[config.mk]
export PLATFORM = sky130hd
export DESIGN_NAME = gripper_jaw_settle_detector
export DESIGN_NICKNAME = d
export VERILOG_FILES = /design/src/rtl/core/gjsd_pkg.sv /design/src/rtl/core/gjsd_cfg.sv /design/src/rtl/core/gjsd_eval.sv /design/src/rtl/core/gripper_jaw_settle_detector.sv
export SDC_FILE = /design/constraint.sdc
export NUM_CORES = 1
export LEC_CHECK = 0
export ABC_AREA = 0
export BUFFER_PORTS_ARGS = -buffer_cell sky130_fd_sc_hd__clkbuf_2
export CAP_MARGIN = 20
export CELL_PAD_IN_SITES_DETAIL_PLACEMENT = 0
export CELL_PAD_IN_SITES_GLOBAL_PLACEMENT = 1
export CORE_UTILIZATION = 43
export CTS_CLUSTER_DIAMETER = 40
export DETAILED_ROUTE_END_ITERATION = 6
export PLACE_DENSITY_LB_ADDON = 0.1
export SYNTH_ARGS = -nofsm -noshare
export SYNTH_HDL_FRONTEND = slang
export SYNTH_SLANG_ARGS = --single-unit
[constraint.sdc]
create_clock -name clk -period 5.1 [get_ports clk]
set_input_delay 0.51 -clock clk [delete_from_list [all_inputs] [get_ports clk]]
set_output_delay 0.51 -clock clk [all_outputs]
set_load 0.01 [all_outputs]
[src/rtl/core/gjsd_pkg.sv]
// Shared types and codes for the gripper jaw settle detector.
`timescale 1ns / 1ps

package gjsd_pkg;

  localparam int unsigned POS_W  = 16;
  localparam int unsigned TIME_W = 32;
  localparam int unsigned IDX_W  = 3;
  localparam int unsigned CFG_W  = 32;

  typedef enum logic [0:0] {
    OP_BEGIN = 1'b0,
    OP_TICK  = 1'b1
  } op_t;

  typedef enum logic [1:0] {
    EV_NONE     = 2'd0,
    EV_SETTLED  = 2'd1,
    EV_TIMEDOUT = 2'd2
  } event_t;

  localparam logic [IDX_W-1:0] REG_SETTLE_TOL  = 3'd0;
  localparam logic [IDX_W-1:0] REG_HOLD_TIME   = 3'd1;
  localparam logic [IDX_W-1:0] REG_CLOSED_W    = 3'd2;
  localparam logic [IDX_W-1:0] REG_GRAB_MARGIN = 3'd3;
  localparam logic [IDX_W-1:0] REG_TIMEOUT     = 3'd4;

  localparam logic [POS_W-1:0]  RST_SETTLE_TOL  = 16'd500;
  localparam logic [TIME_W-1:0] RST_HOLD_TIME   = 32'd300000;
  localparam logic [POS_W-1:0]  RST_CLOSED_W    = 16'd0;
  localparam logic [POS_W-1:0]  RST_GRAB_MARGIN = 16'd2000;
  localparam logic [TIME_W-1:0] RST_TIMEOUT     = 32'd5000000;

  typedef struct packed {
    logic [POS_W-1:0]  settle_tol;
    logic [TIME_W-1:0] hold_time;
    logic [POS_W-1:0]  closed_w;
    logic [POS_W-1:0]  grab_margin;
    logic [TIME_W-1:0] timeout;
  } cfg_t;

  typedef struct packed {
    logic              armed;
    logic [TIME_W-1:0] armed_time;
    logic [TIME_W-1:0] last_seen_time;
    logic              still_valid;
    logic [TIME_W-1:0] still_start_time;
    logic [POS_W-1:0]  still_ref;
  } state_t;

  typedef struct packed {
    op_t               op;
    logic [POS_W-1:0]  position;
    logic [TIME_W-1:0] sample_time;
    logic [TIME_W-1:0] now;
  } item_t;

  typedef struct packed {
    event_t           event_res;
    logic             grabbed;
    logic [POS_W-1:0] stop_position;
    logic [POS_W-1:0] gap_to_closed;
  } result_t;

endpackage

[src/rtl/core/gjsd_cfg.sv]
// Configuration register file for the settle detector.
`timescale 1ns / 1ps

module gjsd_cfg (
  input  logic                        clk,
  input  logic                        rst_n,
  input  logic                        cfg_we,
  input  logic [gjsd_pkg::IDX_W-1:0]  cfg_index,
  input  logic [gjsd_pkg::CFG_W-1:0]  cfg_wdata,
  output gjsd_pkg::cfg_t              cfg
);

  gjsd_pkg::cfg_t cfg_r;
  gjsd_pkg::cfg_t cfg_nxt;

  always_comb begin
    cfg_nxt = cfg_r;
    if (cfg_we) begin
      case (cfg_index)
        gjsd_pkg::REG_SETTLE_TOL:  cfg_nxt.settle_tol  = cfg_wdata[gjsd_pkg::POS_W-1:0];
        gjsd_pkg::REG_HOLD_TIME:   cfg_nxt.hold_time   = cfg_wdata[gjsd_pkg::TIME_W-1:0];
        gjsd_pkg::REG_CLOSED_W:    cfg_nxt.closed_w    = cfg_wdata[gjsd_pkg::POS_W-1:0];
        gjsd_pkg::REG_GRAB_MARGIN: cfg_nxt.grab_margin = cfg_wdata[gjsd_pkg::POS_W-1:0];
        gjsd_pkg::REG_TIMEOUT:     cfg_nxt.timeout     = cfg_wdata[gjsd_pkg::TIME_W-1:0];
        default: ;
      endcase
    end
  end

  always_ff @(posedge clk) begin
    if (!rst_n) begin
      cfg_r.settle_tol  <= gjsd_pkg::RST_SETTLE_TOL;
      cfg_r.hold_time   <= gjsd_pkg::RST_HOLD_TIME;
      cfg_r.closed_w    <= gjsd_pkg::RST_CLOSED_W;
      cfg_r.grab_margin <= gjsd_pkg::RST_GRAB_MARGIN;
      cfg_r.timeout     <= gjsd_pkg::RST_TIMEOUT;
    end else begin
      cfg_r <= cfg_nxt;
    end
  end

  assign cfg = cfg_r;

endmodule

[src/rtl/core/gjsd_eval.sv]
// Per-word decision logic: next detector state and the result word.
`timescale 1ns / 1ps

module gjsd_eval (
  input  gjsd_pkg::item_t   item,
  input  gjsd_pkg::state_t  st,
  input  gjsd_pkg::cfg_t    cfg,
  output gjsd_pkg::state_t  st_nxt,
  output gjsd_pkg::result_t res
);

  logic                        fresh;
  logic [gjsd_pkg::POS_W-1:0]  diff;
  logic                        moved;
  logic [gjsd_pkg::TIME_W-1:0] held_for;
  logic                        settle_due;
  logic [gjsd_pkg::TIME_W-1:0] since_arm;
  logic                        timeout_due;
  logic [gjsd_pkg::POS_W:0]    grab_limit;

  always_comb begin
    fresh = (item.sample_time > st.armed_time) && (item.sample_time != st.last_seen_time);
    diff  = (item.position > st.still_ref) ? (item.position - st.still_ref)
                                           : (st.still_ref - item.position);
    moved = !st.still_valid || (diff > cfg.settle_tol);
    held_for   = item.sample_time - st.still_start_time;
    settle_due = (item.sample_time >= st.still_start_time) && (held_for >= cfg.hold_time);
    since_arm   = item.now - st.armed_time;
    timeout_due = (item.now >= st.armed_time) && (since_arm >= cfg.timeout);
    grab_limit  = {1'b0, cfg.closed_w} + {1'b0, cfg.grab_margin};
  end

  always_comb begin
    st_nxt = st;
    res    = '{event_res: gjsd_pkg::EV_NONE, grabbed: 1'b0,
               stop_position: '0, gap_to_closed: '0};
    case (item.op)
      gjsd_pkg::OP_BEGIN: begin
        st_nxt.armed          = 1'b1;
        st_nxt.armed_time     = item.now;
        st_nxt.last_seen_time = '0;
        st_nxt.still_valid    = 1'b0;
      end
      gjsd_pkg::OP_TICK: begin
        if (st.armed) begin
          if (fresh) begin
            st_nxt.last_seen_time = item.sample_time;
          end
          if (fresh && moved) begin
            st_nxt.still_ref        = item.position;
            st_nxt.still_start_time = item.sample_time;
            st_nxt.still_valid      = 1'b1;
          end
          if (fresh && !moved && settle_due) begin
            // settled verdict beats a timeout on the same word
            st_nxt.armed      = 1'b0;
            res.event_res     = gjsd_pkg::EV_SETTLED;
            res.grabbed       = {1'b0, item.position} > grab_limit;
            res.stop_position = item.position;
            res.gap_to_closed = (item.position > cfg.closed_w) ?
                                (item.position - cfg.closed_w) : '0;
          end else if (timeout_due) begin
            st_nxt.armed  = 1'b0;
            res.event_res = gjsd_pkg::EV_TIMEDOUT;
          end
        end
      end
      default: ;
    endcase
  end

endmodule

[src/rtl/core/gripper_jaw_settle_detector.sv]
// Gripper jaw settle detector: one word in, one verdict word out, every cycle unless stalled.
// A word is accepted each cycle while the result side keeps up; its result
// word passes from the input register to the result register, with the
// detector state updated in the single logic stage between them. Stall on the
// result side holds the result register and, through it, the input register.
// Configuration writes take effect on the next cycle and are only to be issued
// while no word is in flight.
`timescale 1ns / 1ps

module gripper_jaw_settle_detector (
  input  logic                               clk,
  input  logic                               rst_n,
  input  logic                               cfg_we,
  input  logic [gjsd_pkg::IDX_W-1:0]         cfg_index,
  input  logic [gjsd_pkg::CFG_W-1:0]         cfg_wdata,
  input  logic                               in_valid,
  output logic                               in_stall,
  input  logic                               in_op,
  input  logic [gjsd_pkg::POS_W-1:0]         in_position,
  input  logic [gjsd_pkg::TIME_W-1:0]        in_sample_time,
  input  logic [gjsd_pkg::TIME_W-1:0]        in_now,
  output logic                               out_valid,
  input  logic                               out_stall,
  output logic [1:0]                         out_event_res,
  output logic                               out_grabbed,
  output logic [gjsd_pkg::POS_W-1:0]         out_stop_position,
  output logic [gjsd_pkg::POS_W-1:0]         out_gap_to_closed
);

  gjsd_pkg::cfg_t    cfg;
  gjsd_pkg::state_t  st_r;
  gjsd_pkg::state_t  st_nxt;
  gjsd_pkg::item_t   item_r;
  logic              item_vld_r;
  gjsd_pkg::result_t res;
  gjsd_pkg::result_t res_r;
  logic              res_vld_r;
  logic              advance;
  logic              in_take;

  gjsd_cfg u_cfg (
    .clk       (clk),
    .rst_n     (rst_n),
    .cfg_we    (cfg_we),
    .cfg_index (cfg_index),
    .cfg_wdata (cfg_wdata),
    .cfg       (cfg)
  );

  gjsd_eval u_eval (
    .item   (item_r),
    .st     (st_r),
    .cfg    (cfg),
    .st_nxt (st_nxt),
    .res    (res)
  );

  // word in the input register moves on when the result slot is free
  assign advance  = item_vld_r && (!res_vld_r || !out_stall);
  assign in_stall = item_vld_r && !advance;
  assign in_take  = in_valid && !in_stall;

  always_ff @(posedge clk) begin
    if (!rst_n) begin
      item_vld_r <= 1'b0;
    end else if (!in_stall) begin
      item_vld_r <= in_valid;
    end
  end

  always_ff @(posedge clk) begin
    if (in_take) begin
      item_r.op          <= gjsd_pkg::op_t'(in_op);
      item_r.position    <= in_position;
      item_r.sample_time <= in_sample_time;
      item_r.now         <= in_now;
    end
  end

  always_ff @(posedge clk) begin
    if (!rst_n) begin
      st_r <= '0;
    end else if (advance) begin
      st_r <= st_nxt;
    end
  end

  always_ff @(posedge clk) begin
    if (!rst_n) begin
      res_vld_r <= 1'b0;
    end else if (advance) begin
      res_vld_r <= 1'b1;
    end else if (!out_stall) begin
      res_vld_r <= 1'b0;
    end
  end

  always_ff @(posedge clk) begin
    if (advance) begin
      res_r <= res;
    end
  end

  assign out_valid         = res_vld_r;
  assign out_event_res     = res_r.event_res;
  assign out_grabbed       = res_r.grabbed;
  assign out_stop_position = res_r.stop_position;
  assign out_gap_to_closed = res_r.gap_to_closed;

endmodule
==> flow_summary.json <==
{
  "drc_errors": 0,
  "grt_use_total_pct": 25.5,
  "die_area_um2": 51200,
  "finalPower_mw": 8.25,
  "reg2reg_depth": 25,
  "cp_data_arrival_time_ps": 5560,
  "end_kind": "flip-flop",
  "drtPass1Iterations": 5,
  "drt_iter0_drc": 1027,
  "grt_pass1_wl_um": 98600,
  "cts_made_buffers": 60,
  "period_needed_ps": 5090,
  "holdPathStages": 1,
  "cts.sinks": 344,
  "use_met3_pct": 3.41,
  "worstMarginPinSlew_ps": 1050,
  "num_vias": 17722,
  "ant_nets": 0,
  "async_reset_ff_share_pct": 0,
  "finalClockSkew_ps": 18.1,
  "synth_edf_count": 116,
  "routedWlPerCell_um": 19.2,
  "final_cell_count_no_fill": 3373,
  "busiest_layer": "met2",
  "path_class": "flip-flop to flip-flop",
  "gp_congestion": 0.899,
  "p_leak_nw": 10.6,
  "dpl.hpwl_um": 50700,
  "hold_buffers": 0,
  "clk_path_buf_depth": 3,
  "drv_slew": 0,
  "grt_max_degree": 97,
  "gr-usage-met1_pct": 32.2,
  "maxCapViolCount": 0,
  "hold_class": "primary input to flip-flop",
  "die_h_um": 226,
  "crit_fanout": 8,
  "crit_required_ps": 5570,
  "cts_tree": "built",
  "syn_area_per_cell_um2": 9.01,
  "hold_viol": 0,
  "synth_warnings": 0,
  "status": "finished, final reports clean",
  "die_w_um": 226,
  "dpl_worst_slack_ps": -369,
  "relSlewSlack_pct": 29.9,
  "synth_ff_type": "dfxtp_1",
  "synthesis.area_um2": 21600,
  "rows": 81,
  "setup_tns_ps": 0,
  "dp.cells": 3252,
  "rsz0062_at_grt": "yes",
  "gr-total-overflow": 0,
  "ys_ff_latch": 344,
  "core_um2": 49300,
  "p_per_area_nw_per_um2": 317,
  "area_delta_synth_final_pct": 20.3,
  "start_util_pct": 44.0,
  "yosysSeqAreaShare_pct": 37.2,
  "grt_pass1_vias": 17435,
  "avgViaCountPerCell": 5.25,
  "post-route-util_pct": 52.9,
  "root_buffer": "clkbuf_16",
  "min_period_over_period_pct": 99.8,
  "io_pins": 158,
  "htreeDepth": 2,
  "antenna_found_initial": 1,
  "slowest_delay_ps": 400,
  "clk_latency_ps": 630,
  "fin_ws_ps": 10.0,
  "fin_nets": 3038,
  "use_met2_pct": 42.5,
  "max_freq_mhz": 196,
  "slowest_stage": "fa_2",
  "ir_drop_uv": 268,
  "syn_nets": 2786,
  "start_kind": "flip-flop",
  "syn_inst": 2404,
  "clk_pin_slew_ps": 50,
  "drive_above_1_share_pct": 16.1,
  "drt-total-wl_um": 64600,
  "setup_viol": 0,
  "portBuffers": 157,
  "ys_types": 74
}
[critical path: cells and delay by family, from the launching register on]
kind	cells	cell delay (ps)
AO/OA/AOI/OAI	9	1640
AND/OR/NAND/NOR	6	1080
multiplexers	1	260
XOR/XNOR	1	110
adder cells (fa/ha/maj)	3	850
buffers and inverters	5	600
flip-flops	1	390
[synthesized netlist by cell type (37+ instances only)]
cell | instances | area, µm²
nor2_1 | 77 | 289
a21o_1 | 60 | 450
mux2i_1 | 87 | 871
a21oi_1 | 132 | 661
edfxtp_1 | 116 | 3480
dfxtp_1 | 228 | 4560
and2_1 | 37 | 231
clkbuf_1 | 66 | 248
nand4_1 | 44 | 275
nand2_1 | 404 | 1520
inv_1 | 218 | 818
a21boi_0 | 117 | 878
ha_1 | 255 | 3190
xnor2_1 | 88 | 771
nor2b_1 | 57 | 357
xor2_1 | 39 | 342
o21ai_0 | 49 | 245
[repair_timing]
| item | 4_1_cts | 5_1_grt |
|---|---|---|
| endpoints found under the setup margin | 36 | 84 |
| endpoints found under the hold margin | 0 | 0 |
| pin swaps | 4 | 17 |
| resized for setup | 6 | 34 |
| buffers inserted | 1 | 4 |
[routing by layer]
layer  vias up  wire, µm
li1       8906         -
met1      8294     28800
met2       393     30000
met3       129      2590
met4         0      3320
met5         -         0
[cells in the final DEF, fill, tap and decap left out, drive strengths merged, types with 77 or more instances in the layout]
cell    count
edfxtp    116
ha        255
inv       228
mux2i      87
a21boi    118
nand2     404
a21oi     136
dfxtp     228
clkbuf    225
buf       118
xnor2      88
nor2       77
[sequential cells by signal, summed over array words and instances (netlist names)]
signal and flops:
item_r 81, out_valid 1, st_r 114, out_stop_position 16, out_gap_to_closed 16, out_grabbed 1
out_event_res 2, u_cfg.cfg 112, item_vld_r 1
[cell families after synthesis]
kind of cell | Yosys count | share of synthesized area [%]
AOI/OAI and AO/OA | 541 | 17.2
xor gates and xnor gates | 127 | 5.14
adders and majority gates | 261 | 15.3
buffers and inverters | 302 | 5.38
DFF | 344 | 37.2
muxes | 91 | 4.23
and+or+nand+nor | 738 | 15.6
[cell type report]
class / instances / area [µm²]
inverters: 218 / 818
repair buffers: 274 / 1730
flip-flops and latches: 344 / 8050
well taps: 664 / 831
diodes: 2 / 5.00
clock inverters: 44 / 437
clock buffers: 69 / 1580
fillers: 4650 / 23200
multi-input cells: 1758 / 12600
[power by group]
part           switching, mW  total [mW]  internal (mW)
registers             0.0606        2.98           2.92
logic                  0.745        1.30          0.558
clock network           1.52        3.97           2.45
[stage by stage]
step	hold slack (ps)	cell area [µm²]
after floorplan	443	21600
after global placement	450	23800
after detailed placement	458	23800
after CTS	19.0	25900
after global routing	32.7	26000
final	55.1	26000
[final timing paths]
kind,from,end,slack (ps)
worst max-delay path,item_r[64],out_gap_to_closed[1],10
worst min-delay path,in_position[3],item_r[67],60
worst max register to register,item_r[64],out_gap_to_closed[1],10
worst min register to register,st_r[108],st_r[108],460
Power figures use the tool's default switching activity.
